### src/xeu_pkg.sv
// shared types, constants and a helper function for the xml entity unescape core
// no dependencies
package xeu_pkg;

  localparam int WINDOW      = 10;
  localparam int MAX_RESULTS = 12;
  localparam int PTR_W       = $clog2(WINDOW + 1);
  localparam int BUF_DEPTH   = 2 ** PTR_W;
  localparam int CNT_W       = $clog2(MAX_RESULTS + 1);
  localparam int CP_W        = 21;
  localparam int ACC_W       = CP_W + 4;
  localparam int NUM_NAMES   = 5;

  localparam logic [CP_W-1:0] CP_MAX   = 21'h10FFFF;
  localparam logic [CP_W-1:0] CP_SAT   = 21'h110000;
  localparam logic [CP_W-1:0] SURR_LO  = 21'h00D800;
  localparam logic [CP_W-1:0] SURR_HI  = 21'h00DFFF;
  localparam logic [CP_W-1:0] UTF_2B   = 21'h000080;
  localparam logic [CP_W-1:0] UTF_3B   = 21'h000800;
  localparam logic [CP_W-1:0] UTF_4B   = 21'h010000;
  localparam logic [7:0]      LEAD_2B  = 8'hC0;
  localparam logic [7:0]      LEAD_3B  = 8'hE0;
  localparam logic [7:0]      LEAD_4B  = 8'hF0;
  localparam logic [7:0]      CONT_B   = 8'h80;

  localparam logic [7:0] CH_AMP  = 8'h26;
  localparam logic [7:0] CH_SEMI = 8'h3B;
  localparam logic [7:0] CH_HASH = 8'h23;

  localparam logic [7:0] NAME_CHR [NUM_NAMES][4] = '{
    '{8'h6C, 8'h74, 8'h00, 8'h00},
    '{8'h67, 8'h74, 8'h00, 8'h00},
    '{8'h61, 8'h6D, 8'h70, 8'h00},
    '{8'h71, 8'h75, 8'h6F, 8'h74},
    '{8'h61, 8'h70, 8'h6F, 8'h73}
  };
  localparam logic [PTR_W-1:0] NAME_LEN [NUM_NAMES] = '{
    PTR_W'(2), PTR_W'(2), PTR_W'(3), PTR_W'(4), PTR_W'(4)
  };
  localparam logic [7:0] NAME_OUT [NUM_NAMES] = '{8'h3C, 8'h3E, 8'h26, 8'h22, 8'h27};

  typedef enum logic [2:0] {
    ST_IDLE,
    ST_PROC,
    ST_SCAN,
    ST_EMIT,
    ST_FLUSH
  } state_t;

  typedef enum logic [2:0] {
    P_WS,
    P_DIG0,
    P_ZERO,
    P_ZX,
    P_DIG,
    P_STOP
  } phase_t;

  typedef struct packed {
    logic             start;
    logic             step;
    logic [7:0]       ch;
    logic [PTR_W-1:0] pos;
    logic [PTR_W-1:0] len;
  } dec_cmd_t;

  typedef struct packed {
    logic            ok;
    logic [1:0]      nm1;
    logic [3:0][7:0] bytes;
  } dec_res_t;

  function automatic logic [4:0] digit_val(input logic [7:0] c, input logic hex);
    logic [4:0] r;
    r = 5'b0;
    if (c >= 8'h30 && c <= 8'h39) r = {1'b1, 4'(c - 8'h30)};
    else if (hex && c >= 8'h61 && c <= 8'h66) r = {1'b1, 4'(c - 8'h57)};
    else if (hex && c >= 8'h41 && c <= 8'h46) r = {1'b1, 4'(c - 8'h37)};
    return r;
  endfunction

endpackage

### src/xeu_decode.sv
// entity body decoder: scans held bytes one per cycle, matches names, parses numbers
// depends on xeu_pkg
module xeu_decode (
  input  logic              clk,
  input  xeu_pkg::dec_cmd_t cmd,
  output xeu_pkg::dec_res_t res
);
  import xeu_pkg::*;

  logic [NUM_NAMES-1:0] name_ok_r, name_ok_nxt;
  logic                 hash_r, hash_nxt;
  logic                 hex_r, hex_nxt;
  logic                 neg_r, neg_nxt;
  phase_t               phase_r, phase_nxt;
  logic [CP_W-1:0]      val_r, val_nxt;

  logic                 base16;
  logic [4:0]           dv;
  logic                 ws, sgn;
  logic [ACC_W-1:0]     acc;
  logic [CP_W-1:0]      sat_v;
  logic                 parse_en;
  logic [CP_W-1:0]      cp;
  logic [NUM_NAMES-1:0] name_hit;

  always_comb begin
    name_ok_nxt = name_ok_r;
    hash_nxt    = hash_r;
    hex_nxt     = hex_r;
    neg_nxt     = neg_r;
    phase_nxt   = phase_r;
    val_nxt     = val_r;
    base16      = (cmd.pos >= PTR_W'(2)) ? hex_r : 1'b0;
    dv          = digit_val(cmd.ch, base16);
    ws          = (cmd.ch == 8'h20) || (cmd.ch >= 8'h09 && cmd.ch <= 8'h0D);
    sgn         = (cmd.ch == 8'h2B) || (cmd.ch == 8'h2D);
    acc         = base16 ? {val_r, 4'b0} : ({4'b0, val_r} << 3) + ({4'b0, val_r} << 1);
    acc         = acc + ACC_W'(dv[3:0]);
    sat_v       = (acc > ACC_W'(CP_MAX)) ? CP_SAT : acc[CP_W-1:0];
    parse_en    = 1'b0;
    for (int k = 0; k < NUM_NAMES; k++) begin
      if (cmd.pos < NAME_LEN[k] && cmd.ch != NAME_CHR[k][cmd.pos[1:0]]) name_ok_nxt[k] = 1'b0;
    end
    if (cmd.pos == '0) hash_nxt = (cmd.ch == CH_HASH);
    else if (cmd.pos == PTR_W'(1) && (cmd.ch == 8'h78 || cmd.ch == 8'h58)) hex_nxt = 1'b1;
    else parse_en = 1'b1;
    if (parse_en) begin
      unique case (phase_r)
        P_WS, P_DIG0: begin
          if (phase_r == P_WS && ws) begin
            phase_nxt = P_WS;
          end else if (phase_r == P_WS && sgn) begin
            neg_nxt   = (cmd.ch == 8'h2D);
            phase_nxt = P_DIG0;
          end else if (base16 && cmd.ch == 8'h30) begin
            phase_nxt = P_ZERO;
          end else if (dv[4]) begin
            val_nxt   = CP_W'(dv[3:0]);
            phase_nxt = P_DIG;
          end else begin
            phase_nxt = P_STOP;
          end
        end
        P_ZERO: begin
          if (cmd.ch == 8'h78 || cmd.ch == 8'h58) phase_nxt = P_ZX;
          else if (dv[4]) begin
            val_nxt   = CP_W'(dv[3:0]);
            phase_nxt = P_DIG;
          end else phase_nxt = P_STOP;
        end
        P_ZX: begin
          if (dv[4]) begin
            val_nxt   = CP_W'(dv[3:0]);
            phase_nxt = P_DIG;
          end else phase_nxt = P_STOP;
        end
        P_DIG: begin
          if (dv[4]) val_nxt = sat_v;
          else phase_nxt = P_STOP;
        end
        P_STOP: phase_nxt = P_STOP;
        default: phase_nxt = P_STOP;
      endcase
    end
  end

  always_ff @(posedge clk) begin
    if (cmd.start) begin
      name_ok_r <= '1;
      hash_r    <= 1'b0;
      hex_r     <= 1'b0;
      neg_r     <= 1'b0;
      phase_r   <= P_WS;
      val_r     <= '0;
    end else if (cmd.step) begin
      name_ok_r <= name_ok_nxt;
      hash_r    <= hash_nxt;
      hex_r     <= hex_nxt;
      neg_r     <= neg_nxt;
      phase_r   <= phase_nxt;
      val_r     <= val_nxt;
    end
  end

  always_comb begin
    res = '0;
    cp  = neg_r ? '0 : val_r;
    for (int k = 0; k < NUM_NAMES; k++) name_hit[k] = name_ok_r[k] && (cmd.len == NAME_LEN[k]);
    if (|name_hit) begin
      res.ok = 1'b1;
      for (int k = 0; k < NUM_NAMES; k++) if (name_hit[k]) res.bytes[0] = NAME_OUT[k];
    end else if (hash_r && cmd.len != '0 && cp != '0 && cp <= CP_MAX
                 && !(cp >= SURR_LO && cp <= SURR_HI)) begin
      res.ok = 1'b1;
      if (cp < UTF_2B) begin
        res.bytes[0] = cp[7:0];
      end else if (cp < UTF_3B) begin
        res.nm1      = 2'd1;
        res.bytes[0] = LEAD_2B | {3'b0, cp[10:6]};
        res.bytes[1] = CONT_B | {2'b0, cp[5:0]};
      end else if (cp < UTF_4B) begin
        res.nm1      = 2'd2;
        res.bytes[0] = LEAD_3B | {4'b0, cp[15:12]};
        res.bytes[1] = CONT_B | {2'b0, cp[11:6]};
        res.bytes[2] = CONT_B | {2'b0, cp[5:0]};
      end else begin
        res.nm1      = 2'd3;
        res.bytes[0] = LEAD_4B | {5'b0, cp[20:18]};
        res.bytes[1] = CONT_B | {2'b0, cp[17:12]};
        res.bytes[2] = CONT_B | {2'b0, cp[11:6]};
        res.bytes[3] = CONT_B | {2'b0, cp[5:0]};
      end
    end
  end

endmodule

### src/xml_entity_unescape_core.sv
// top level of the xml entity unescape core: byte buffer, sequencer, output stage
// depends on xeu_pkg and xeu_decode
//
// Decodes xml character entities in a byte stream. One sequencer works on each input
// transfer, and the input is not ready until that byte is done. A byte that passes straight
// through, opens an entity or is held in the entity window is latched, then handled; then the
// sequencer sees the buffer drained and hands the last output byte to the output register. A
// ';' that closes an entity is followed by a scan of the held bytes, a decision and the
// emission of each output byte. A failed entity emits a literal '&' and replays its held bytes
// and the byte that broke it at one byte per cycle, while the output is not stalled, through
// the same sequencer; at text end an open entity is flushed the same way, until nothing is
// held. Output backpressure stalls the sequencer outside the body scan for as long as the
// output register holds a byte that is not taken.
// The last output byte of each input byte that yields output carries tlast; the final byte of
// the text carries tuser as well. At most 12 output bytes come from one input byte.
module xml_entity_unescape_core (
  input  logic       clk,
  input  logic       rst_n,
  input  logic       in_tvalid,
  output logic       in_tready,
  input  logic [7:0] in_tdata,   // in_byte
  input  logic       in_tlast,   // stream_last
  output logic       out_tvalid,
  input  logic       out_tready,
  output logic [7:0] out_tdata,  // out_byte
  output logic       out_tlast,  // run_last
  output logic       out_tuser   // text_end
);
  import xeu_pkg::*;

  state_t           state_r, state_nxt;
  logic [PTR_W-1:0] r_r, r_nxt, s_r, s_nxt, e_r, e_nxt, j_r, j_nxt;
  logic             last_r, last_nxt, in_ent_r, in_ent_nxt;
  logic [CNT_W-1:0] cnt_r, cnt_nxt;
  logic             pend_v_r, pend_v_nxt;
  logic [7:0]       pend_b_r, pend_b_nxt;
  logic             out_v_r, out_v_nxt, out_l_r, out_l_nxt, out_u_r, out_u_nxt;
  logic [7:0]       out_b_r, out_b_nxt;
  logic [1:0]       k_r, k_nxt, nd_r, nd_nxt;
  logic [3:0][7:0]  utf_r, utf_nxt;
  logic             fail_r, fail_nxt;
  logic [7:0]       buf_r [BUF_DEPTH];

  logic             accept, out_free, do_emit;
  logic [7:0]       emit_b, rd_b;
  logic [PTR_W-1:0] rd_addr, hcnt;
  dec_cmd_t         cmd;
  dec_res_t         res;

  assign accept   = in_tvalid && in_tready;
  assign in_tready = (state_r == ST_IDLE);
  assign out_free = !out_v_r || out_tready;
  assign hcnt     = r_r - s_r;
  assign rd_addr  = (state_r == ST_SCAN) ? s_r + j_r : r_r;
  assign rd_b     = buf_r[rd_addr];

  xeu_decode u_dec (.clk(clk), .cmd(cmd), .res(res));

  always_comb begin
    state_nxt  = state_r;
    r_nxt      = r_r;
    s_nxt      = s_r;
    e_nxt      = e_r;
    j_nxt      = j_r;
    last_nxt   = last_r;
    in_ent_nxt = in_ent_r;
    cnt_nxt    = cnt_r;
    pend_v_nxt = pend_v_r;
    pend_b_nxt = pend_b_r;
    out_v_nxt  = out_v_r && !out_tready;
    out_b_nxt  = out_b_r;
    out_l_nxt  = out_l_r;
    out_u_nxt  = out_u_r;
    k_nxt      = k_r;
    nd_nxt     = nd_r;
    utf_nxt    = utf_r;
    fail_nxt   = fail_r;
    do_emit    = 1'b0;
    emit_b     = CH_AMP;
    cmd        = '{start: 1'b0, step: 1'b0, ch: rd_b, pos: j_r, len: hcnt};

    unique case (state_r)
      ST_IDLE: begin
        if (accept) begin
          e_nxt     = e_r + PTR_W'(1);
          last_nxt  = in_tlast;
          cnt_nxt   = '0;
          state_nxt = ST_PROC;
        end
      end
      ST_PROC: begin
        if (out_free) begin
          if (r_r == e_r) begin
            if (last_r && in_ent_r) begin
              do_emit    = 1'b1;
              r_nxt      = s_r;
              in_ent_nxt = 1'b0;
            end else begin
              state_nxt = ST_FLUSH;
            end
          end else if (!in_ent_r) begin
            if (rd_b == CH_AMP) begin
              in_ent_nxt = 1'b1;
              s_nxt      = r_r + PTR_W'(1);
            end else begin
              do_emit = 1'b1;
              emit_b  = rd_b;
            end
            r_nxt = r_r + PTR_W'(1);
          end else if (rd_b == CH_SEMI) begin
            cmd.start = 1'b1;
            j_nxt     = '0;
            state_nxt = ST_SCAN;
          end else if ({1'b0, hcnt} + (PTR_W+1)'(1) < (PTR_W+1)'(WINDOW)) begin
            r_nxt = r_r + PTR_W'(1);
          end else begin
            do_emit    = 1'b1;
            r_nxt      = s_r;
            in_ent_nxt = 1'b0;
          end
        end
      end
      ST_SCAN: begin
        if (j_r == hcnt) begin
          k_nxt     = '0;
          state_nxt = ST_EMIT;
          if (res.ok) begin
            utf_nxt  = res.bytes;
            nd_nxt   = res.nm1;
            fail_nxt = 1'b0;
          end else begin
            utf_nxt[0] = CH_AMP;
            nd_nxt     = '0;
            fail_nxt   = 1'b1;
          end
        end else begin
          cmd.step = 1'b1;
          j_nxt    = j_r + PTR_W'(1);
        end
      end
      ST_EMIT: begin
        if (out_free) begin
          do_emit = 1'b1;
          emit_b  = utf_r[k_r];
          if (k_r == nd_r) begin
            r_nxt      = fail_r ? s_r : r_r + PTR_W'(1);
            in_ent_nxt = 1'b0;
            state_nxt  = ST_PROC;
          end else begin
            k_nxt = k_r + 2'd1;
          end
        end
      end
      ST_FLUSH: begin
        if (out_free) begin
          if (pend_v_r) begin
            out_v_nxt  = 1'b1;
            out_b_nxt  = pend_b_r;
            out_l_nxt  = 1'b1;
            out_u_nxt  = last_r;
            pend_v_nxt = 1'b0;
          end
          state_nxt = ST_IDLE;
        end
      end
      default: state_nxt = ST_IDLE;
    endcase

    if (do_emit && cnt_r < CNT_W'(MAX_RESULTS)) begin
      if (pend_v_r) begin
        out_v_nxt = 1'b1;
        out_b_nxt = pend_b_r;
        out_l_nxt = 1'b0;
        out_u_nxt = 1'b0;
      end
      pend_v_nxt = 1'b1;
      pend_b_nxt = emit_b;
      cnt_nxt    = cnt_r + CNT_W'(1);
    end
  end

  always_ff @(posedge clk) begin
    if (!rst_n) begin
      state_r  <= ST_IDLE;
      r_r      <= '0;
      s_r      <= '0;
      e_r      <= '0;
      j_r      <= '0;
      last_r   <= 1'b0;
      in_ent_r <= 1'b0;
      cnt_r    <= '0;
      pend_v_r <= 1'b0;
      out_v_r  <= 1'b0;
      k_r      <= '0;
      nd_r     <= '0;
      fail_r   <= 1'b0;
    end else begin
      state_r  <= state_nxt;
      r_r      <= r_nxt;
      s_r      <= s_nxt;
      e_r      <= e_nxt;
      j_r      <= j_nxt;
      last_r   <= last_nxt;
      in_ent_r <= in_ent_nxt;
      cnt_r    <= cnt_nxt;
      pend_v_r <= pend_v_nxt;
      out_v_r  <= out_v_nxt;
      k_r      <= k_nxt;
      nd_r     <= nd_nxt;
      fail_r   <= fail_nxt;
    end
  end

  always_ff @(posedge clk) begin
    pend_b_r <= pend_b_nxt;
    out_b_r  <= out_b_nxt;
    out_l_r  <= out_l_nxt;
    out_u_r  <= out_u_nxt;
    utf_r    <= utf_nxt;
    if (accept) buf_r[e_r] <= in_tdata;
  end

  assign out_tvalid = out_v_r;
  assign out_tdata  = out_b_r;
  assign out_tlast  = out_l_r;
  assign out_tuser  = out_u_r;

  a_idle_no_pending: assert property (@(posedge clk) disable iff (!rst_n)
    in_tready |-> !pend_v_r)
    else $error("pending byte left over at idle");

  a_end_is_last: assert property (@(posedge clk) disable iff (!rst_n)
    (out_tvalid && out_tuser) |-> out_tlast)
    else $error("text end without run end");

  a_window_bound: assert property (@(posedge clk) disable iff (!rst_n)
    (in_tready && in_ent_r) |-> ({1'b0, e_r - s_r} < (PTR_W+1)'(WINDOW)))
    else $error("held window too long at idle");

  a_count_cap: assert property (@(posedge clk) disable iff (!rst_n)
    cnt_r <= CNT_W'(MAX_RESULTS))
    else $error("result count beyond cap");

endmodule
### config.mk
export PLATFORM = sky130hd
export DESIGN_NAME = xml_entity_unescape_core
export DESIGN_NICKNAME = d
export VERILOG_FILES = /design/src/xeu_pkg.sv /design/src/xeu_decode.sv /design/src/xml_entity_unescape_core.sv
export SDC_FILE = /design/constraint.sdc
export NUM_CORES = 1
export LEC_CHECK = 0
export BUFFER_PORTS_ARGS = -buffer_cell sky130_fd_sc_hd__buf_2
export CORE_MARGIN = 3
export CORE_UTILIZATION = 65
export CTS_CLUSTER_SIZE = 28
export DETAILED_ROUTE_END_ITERATION = 8
export GPL_ROUTABILITY_DRIVEN = 0
export PLACE_DENSITY = 0.82
export SYNTH_ARGS = -nofsm -noshare
export SYNTH_HDL_FRONTEND = slang
export SYNTH_SLANG_ARGS = --single-unit
### constraint.sdc
create_clock -name clk -period 13.3 [get_ports clk]
set_input_delay 2.66 -clock clk [delete_from_list [all_inputs] [get_ports clk]]
set_output_delay 2.66 -clock clk [all_outputs]
set_load 0.005 [all_outputs]
==> results.md, run 1 <==
- The post-cts hold buffer count is 0.
- Leaving out filler cells and counting taps, the final layout contains 1,741.
- In this run, placement finished with an instance count of ~1,700.
- The slack of the critical path is about 5 ns.
- The highest net fanout along the worst path is 36.
- In this run the remaining antenna-violating nets after routing total 0.
- The gate count of the mapped netlist is ~1,500.
- The placed instances occupy a cell area of 15,100 um^2.
- The via count of the first global-routing pass is 11,265.
- The finished cells cover ~16,000 um^2.
- The global-route wire length before repair is 59.18 mm.
- Derived from the worst setup path, the maximum achievable clock frequency is between 100 and 150 MHz.
- The critical path arrival is between 8 and 9 ns.
- The first detailed-routing pass ran for 5 iterations.
- The total global routing overflow is 0.
- In the synthesized netlist the dominant register cell turns out to be edfxtp_1.
- The element type at the critical path start is a flop.
- Setup violations remaining at the end of the flow were counted as 0.
- The cell at the root of the clock tree is clkbuf_16.
- The number of enable-type register cells in the synthesized netlist is between 150 and 200.
- Global routing used a little under half of the available met2 tracks.
- After detailed routing, the number of remaining DRC violations is 0.
- The maximum number of pins on one net before global-route repair is just over 60.
- IR analysis of the VDD net gives a maximum drop of approximately 0.12 mV.
- met2 is the most crowded layer.
- Across all layers, the routed design uses roughly 12,000 vias.
- The floorplan step defined a die boundary enclosing ~25,000 um^2.
- After clock tree synthesis, the repair step resized 0 gates.
- The tightest slew margin relative to the limit is around a fifth.
- Adding up every negative setup slack in the final design gives 0 ns.
- After synthesis, the netlist uses a little over 90 different library cells.
- For this run, global-route usage on met3 was measured as under 10%.
- Counting every sink on the clock net gives ~240.
- For this configuration, the core starts out at a cell density of between 60% and 70%.
- The floorplan step defined a core boundary enclosing ~22,000 um^2.
- Prior to clock tree synthesis, the placed netlist has a worst setup slack of roughly 5.4 ns.
- The first routing iteration left ~1,500 violations.
- The CTS tree is built.
- Counting along the longest clock path gives a buffer depth of 3.
- The cell leakage power is around 5.6 nW.
- Together, buffers and inverters on the worst path number 1.
- The via density per instance is slightly below 7.
- The mean routed wirelength per cell is around 22 um.
- In this run the worst hold path is classified as flop to flop.
- The global-route usage over all layers is about 30%.
- In this run the vertical extent of the chip is between 150 and 200 um.
- The post-layout minimum cycle time is roughly 8 ns.
- For met1 alone, demand over resource in global routing was between 40 and 50%.
- The number of I/O port buffers is 24.
- The worst-skew pair later-pin latency is ~0.53 ns.
- The master of the slowest instance on the critical path is fa_1.
- Buffers added to address setup during post-CTS repair amount to 0.
- The chip width is approximately 160 um.
- On the critical path the largest part of the delay comes from compound AO/OA/AOI/OAI gates.
- Of the cells placed in the final design, the portion with a size suffix greater than 1 is about 11%.
- Dividing the final minimum period by the clock period gives roughly 62%.
- The critical path in this run is classified as flop to flop.
- The number of synthesized register bits is approximately 240.
- The synthesized net count is ~1,500.
- After clock tree synthesis, the clock-pin slew on the worst setup and hold paths is around 0.070 ns.
- The overall power after layout is ~2.6 mW.
- For this run, the post-layout net count is 1,507.
- The sequential-to-total area share from yosys stat is between 40% and 50%.
- The number of warnings printed during yosys synthesis is 0.
- Setup repair after global routing left no endpoint under its margin.
- The site row count is 54.
- The number of failing hold endpoints at the final stage is 0.
- The mapped netlist covers 14,910 um^2.
- After detailed routing, the total wire length is 37.74 mm.
- The flow ran to the end, and the final reports show no timing, DRC or antenna violations.
- The fraction of registers with async set or reset after synthesis is 0%.
- The number of max-cap violations is 0.
- The delay of the slowest critical-path stage is approximately 1.3 ns.
- The number of H-tree levels is 1.
- The half-perimeter wire length of the detailed placement result is ~25 mm.
- The final-report max-slew violation count is 0.
- The number of buffers inserted during clock tree synthesis is 25.
- STA classifies the critical path endpoint as a flop.
- 25 I/O pins were placed.
- The pin slew with the least headroom to its limit is 1.194 ns.
- 0 antenna diodes ended up in the layout.
- The average cell area after synthesis is 10.18 um^2.
- The worst clock skew is roughly 0.021 ns.
- Traced cell by cell, the critical path runs through fa_1 -> mux2_2 -> nor2_1 -> a221oi_1 -> mux2_2 -> inv_1 -> ha_1 -> nand2b_1 -> o211ai_1 -> a211o_4 -> o21ai_0 -> nand2_1 -> o31ai_1 -> ha_1 -> a21o_1 -> a21oi_1 -> a21oi_1 -> nor4b_1 -> nand2_1 -> nor4_2 -> mux2i_1 -> o21bai_1 -> and3_1 -> a22o_1.
- The required time of the worst setup path is 13.76 ns.
- The area growth from synthesis to layout is 7.000%.
- The number of antenna violations at the first check in global routing was 1.
- Dividing total power by cell area gives a power density of about 170 nW/um^2.
[where the power goes]
group | leakage, nW | total (mW) | switching, mW | internal (mW)
Sequential | 2.06 | 0.950 | 0.0704 | 0.880
Clock | 0.412 | 0.733 | 0.292 | 0.441
Combinational | 3.12 | 0.965 | 0.615 | 0.350
[worst register-to-register path, delay by kind of cell, from the launching register on]
kind,cells,cell delay (ns)
buffers and inverters,1,0.14
muxes,3,1.35
DFF,1,0.54
adders and majority gates,3,1.84
and+or+nand+nor,7,2.12
AOI/OAI and AO/OA,10,2.20
[worst paths after layout]
path | startpoint | end | slack (ns) | cells after the start
worst max-delay path | j_r[1]$_SDFFE_PN0P_ | u_dec.val_r[15]$_SDFFE_PP0P_ | 5.06 | 24
worst min-delay path | cnt_r[3]$_SDFFE_PN0P_ | cnt_r[3]$_SDFFE_PN0P_ | 0.48 | 2
worst max register to register | j_r[1]$_SDFFE_PN0P_ | u_dec.val_r[15]$_SDFFE_PP0P_ | 5.06 | 24
worst min register to register | cnt_r[3]$_SDFFE_PN0P_ | cnt_r[3]$_SDFFE_PN0P_ | 0.48 | 2
[metrics by stage]
stage | hold slack (ns) | utilization, %
after floorplan | 0.4414 | -
after global placement | 0.4528 | 68.13
after detailed placement | 0.4720 | 68.13
after CTS | 0.4823 | 71.97
after global routing | 0.4977 | 71.97
final | 0.4778 | 71.97
[cells by family after synthesis]
group | share of synthesized area [%]
flops | 43.85
fa+ha+maj | 4.399
xor+xnor | 3.467
compound gates | 16.69
simple gates | 15.54
buf+inv | 3.912
mux | 12.15
[registers in the layout, indices dropped and copies added, names as in the netlist, 2 cells and up, named ones only]
name and cells:
j_r 4, r_r 4, u_dec.val_r 21, nd_r 2, s_r 4, buf_r 128
cnt_r 4, utf_r 29, state_r 3, u_dec.name_ok_r 5, e_r 4, k_r 2
u_dec.phase_r 3, pend_b_r 8
[area by class of cell]
| cell class | count | area, um^2 |
|---|---|---|
| Multi-Input combinational cell | 1098 | 7820 |
| Sequential cell | 239 | 6538 |
| Fill cell | 1573 | 6212 |
| Clock buffer | 28 | 636.9 |
| Tap cell | 280 | 350.3 |
| Timing Repair Buffer | 40 | 240.2 |
| Clock inverter | 16 | 214.0 |
| Inverter | 40 | 150.1 |
[layout by cell type (no fill, tap or decap), types with 17 or more instances in the layout]
master and instances:
nor2_1 88, nor3_1 30, ha_1 45, o21ai_0 65, clkbuf_16 25, nand3_1 65
mux2_2 35, xnor2_1 43, inv_1 37, mux2i_1 122, a31oi_1 20, nand4_1 18
a22o_1 17, a211oi_1 18, buf_2 24, nand2_1 128, edfxtp_1 175, a21oi_1 103
dfxtp_1 63, and2_1 30
[metal layers]
metal / part of all wire, % / routed length [um]
met2: 46 / 17240
met1: 42 / 16020
met5: 0.034 / 13
met4: 2.3 / 856
met3: 9.6 / 3611
[synthesized netlist by cell type, types with 17 or more instances]
library cell | number | share of area, %
a211oi_1 | 18 | 0.91
a21oi_1 | 103 | 3.5
a22o_1 | 17 | 1.0
a31oi_1 | 20 | 0.84
and2_1 | 30 | 1.3
buf_2 | 24 | 0.81
clkbuf_1 | 44 | 1.1
dfxtp_1 | 64 | 8.6
edfxtp_1 | 175 | 35
ha_1 | 46 | 3.9
inv_1 | 37 | 0.93
mux2_2 | 35 | 2.6
mux2i_1 | 123 | 8.3
nand2_1 | 128 | 3.2
nand3_1 | 65 | 2.2
nand4_1 | 18 | 0.76
nor2_1 | 88 | 2.2
nor3_1 | 30 | 1.0
o21ai_0 | 65 | 2.2
xnor2_1 | 43 | 2.5
No activity file was read; power rests on OpenSTA's default activity.
==> run 2, diff against run 1 <==
- CORE_UTILIZATION: 65 -> 58
- PLACE_DENSITY: 0.82 -> 0.77
- clock period: 13.3 -> 7.4 ns (I/O delays scaled with it)
==> run 2 against run 1 <==
  * Fmax rose by 19%
  * Combinational power rose by 87%
  * Die area grew 12%
  * Via count is 0.97% lower
  * Sequential cell count unchanged
  * Final cell count grew 4.0%
  * Sequential share of layout area shrank 0.30 points
  * Count of clock-buffer cells in the layout is 11 higher
==> results.md, run 2 (synthesis results as in run 1) <==
- The run finished with clean final reports.
- The share of post-route cells with drive strength above 1 is 11.90% (+0.67 points).
- The slowest stage of the critical path is the and3_2 cell.
- The final setup violation count is 0 (unchanged).
- The first-pass iteration count of the detailed router is 6 (+1).
- The via density per instance is 6.541 (-4.7%).
- Setup repair after global routing left no endpoint under its margin.
- The worst clock skew is 0.01621 ns (-0.005034 ns).
- The number of remaining DRC errors is 0 (unchanged).
- In the layout the commonest cells are edfxtp_1, nand2_1, mux2i_1.
- The worst setup path is launched from a flop.
- The cell leakage power came to 5.630 nW (+0.70%).
- Counting stages on the worst path, the most repeated cell is mux2i_1.
- The post-detailed-route count of antenna-violating nets is 0 (unchanged).
- The maximum clock frequency is 144.0 MHz (+19%).
- The total global routing overflow is 0 (unchanged).
- The CTS sink count came to 239 (unchanged).
- The cell area after placement was 15,240 um^2 (+0.96%).
- The total number of vias is 11,839 (-0.97%).
- The highest net fanout along the worst path came to 14 (-61%).
- The final-stage net count is 1,524 (+1.1%).
- The worst hold path belongs to the class flop to flop.
- The tightest slew margin relative to the limit is 15.33% (-4.8 points).
- In this run the worst setup path begins at j_r[0]$_SDFFE_PN0P_.
- The final-report max-slew violation count came to 0 (unchanged).
- The post-cts hold buffer count is 0 (unchanged).
- The part of the cycle the worst path needs is 93.86% (+32 points).
- The worst IR drop on VDD is 0.2483 mV (+110%).
- The final hold slack is 0.4851 ns (+0.007333 ns).
- The global-route usage over all layers came to 26.38% (-3.2 points).
- The mean routed wirelength per cell came to 20.99 um (-3.2%).
- The overall power after layout was 4.673 mW (+76%).
- The half-perimeter wire length of the detailed placement result is 25.90 mm (+2.4%).
- The worst-skew pair later-pin latency was 0.53 ns (about the same).
- The count of filler cells inserted in the layout was 1,944 (+24%).
- The startpoint identified for the worst hold timing path is u_dec.name_ok_r[2]$_SDFFE_PP1P_.
- The post-layout minimum cycle time was 6.946 ns (-1.295 ns).
- The number of flip-flops in the largest register was 128 (unchanged).
- CTS placed an instance of clkbuf_16 at the clock tree root.
- TritonCTS built the clock tree.
- The setup slack after placement came to 0.3893 ns (-4.962 ns).
- The floorplan die area is 27,660 um^2 (+12%).
- The post-CTS clock slew at the launch and capture registers of the worst setup and hold paths is 0.06 ns (about the same).
- The slack of the worst reg-to-reg path is 0.45 ns (-4.61 ns).
- The effective utilization at floorplan is 59.02% (-8.2 points).
- The required time of the worst setup path is 7.86 ns (-5.90 ns).
- The number of antenna violations at the first check in global routing is 0 (-1).
- The delay of the slowest critical-path stage is 0.43 ns (-0.91 ns).
- The DRC marker count from the first detailed-route iteration came to 1,610 (+4.4%).
- The slack of the critical path is 0.4543 ns (-4.605 ns).
- The pin slew with the least headroom to its limit is 1.265 ns (+0.07111 ns).
- The wire length reported by the detailed router is 38.00 mm (+0.68%).
- The post-route standard cell area excluding fillers is 16,070 um^2 (+0.75%).
- The setup TNS after final layout is 0 ns (unchanged).
- The register with the highest flop count is buf_r.
- The number of failing hold endpoints at the final stage is 0 (unchanged).
- The chip width is 166.3 um (+5.6%).
- The total power divided by cell area is 290.8 nW/um^2 (+75%).
- The number of cells on the worst reg-to-reg path is 29 (+21%).
- The count of boundary I/O pins is 25 (unchanged).
- The source of the worst register-to-register timing path is j_r[0]$_SDFFE_PN0P_.
- Leaving out fill and tap cells, the most frequent cell in the layout is edfxtp_1.
- The critical path endpoint category is a flop.
- The largest registers in the layout are buf_r: 128 flops, utf_r: 29 flops, u_dec.val_r: 21 flops.
- The global-route wire length before repair is 60.62 mm (+2.4%).
- The via count of the first global-routing pass is 11,203 (-0.55%).
- The critical setup path kind is flop to flop.
- The cell depth of the worst min-delay path came to 2 (unchanged).
- The number of H-tree levels is 1 (unchanged).
- The site row count came to 58 (+7.4%).
- The number of max-cap violations was 0 (unchanged).
- The vertical die dimension was 166.3 um (+5.6%).
- The deepest clock path buffer count was 3 (unchanged).
- The area added between synthesis and finish is 7.798%.
- The maximum number of pins on one net before global-route repair is 35 (-44%).
- The core area is 25,250 um^2 (+14%).
- The number of buffers inserted during clock tree synthesis is 24 (-4.0%).
- The critical path arrival is 7.41 ns (-1.29 ns).
- The number of I/O port buffers came to 24 (unchanged).
-- run 2: cell count changes in the layout (fill, tap and decap cells not counted), moves of 2 or more --
| cell | previous run | this run |
|---|---|---|
| bufinv_16 | 5 | 2 |
| clkbuf_8 | 0 | 2 |
| clkinv_2 | 4 | 0 |
| clkinvlp_4 | 2 | 0 |
| buf_4 | 16 | 34 |
| clkbuf_1 | 3 | 13 |
-- run 2: what timing repair did --
item	4_1_cts	5_1_grt
gates resized for setup	0	3
setup endpoints to repair	0	18
buffers inserted	0	7
-- run 2: metrics by stage --
stage / cells / util, %
final: 1810 / 63.62
after detailed placement: 1758 / 60.36
after CTS: 1802 / 63.37
after global placement: 1758 / 60.36
after global routing: 1809 / 63.61
after floorplan: 1464 / -
-- run 2: where the power goes --
group	switching [mW]	total [mW]	internal, mW
Combinational	1.15	1.80	0.652
Sequential	0.106	1.69	1.58
Clock	0.494	1.19	0.694
Total	1.75	4.67	2.93
-- run 2: worst max-delay path: cells and delay by family, from the launching register on --
| kind | cells | cell delay [ns] |
|---|---|---|
| AND/OR/NAND/NOR | 8 | 1.74 |
| multiplexers | 4 | 0.92 |
| adder cells (fa/ha/maj) | 4 | 1.10 |
| XOR/XNOR | 1 | 0.20 |
| flip-flops | 1 | 0.38 |
| buffers and inverters | 3 | 0.68 |
| AO/OA/AOI/OAI | 9 | 1.84 |
-- run 2: path summary, 6_finish.rpt --
check                                    endpoint
setup reg to reg     u_dec.val_r[11]$_SDFFE_PP0P_
hold reg to reg   u_dec.name_ok_r[2]$_SDFFE_PP1P_
hold / removal    u_dec.name_ok_r[2]$_SDFFE_PP1P_
setup / recovery     u_dec.val_r[11]$_SDFFE_PP0P_
-- run 2: cell type report --
class                      instances  area [um^2]  area share, %
inverter                          40        150.1         0.9344
clock inverter                     5        83.83         0.5217
timing repair buffer              58        375.4          2.336
sequential                       239         6539          40.69
tap                              330        412.9          2.570
multi-input combinational       1098         7828          48.72
clock buffer                      39        676.9          4.213
antenna                            1        2.502        0.01557
-- run 2: layer usage --
layer | vias to the layer above | part of all wire [%] | GRT usage (%)
met5 | - | 0 | 0
met1 | 5669 | 44 | 38.82
met4 | 0 | 2.1 | 7.138
met2 | 561 | 46 | 41.67
li1 | 5526 | - | -
met3 | 83 | 7.9 | 3.380
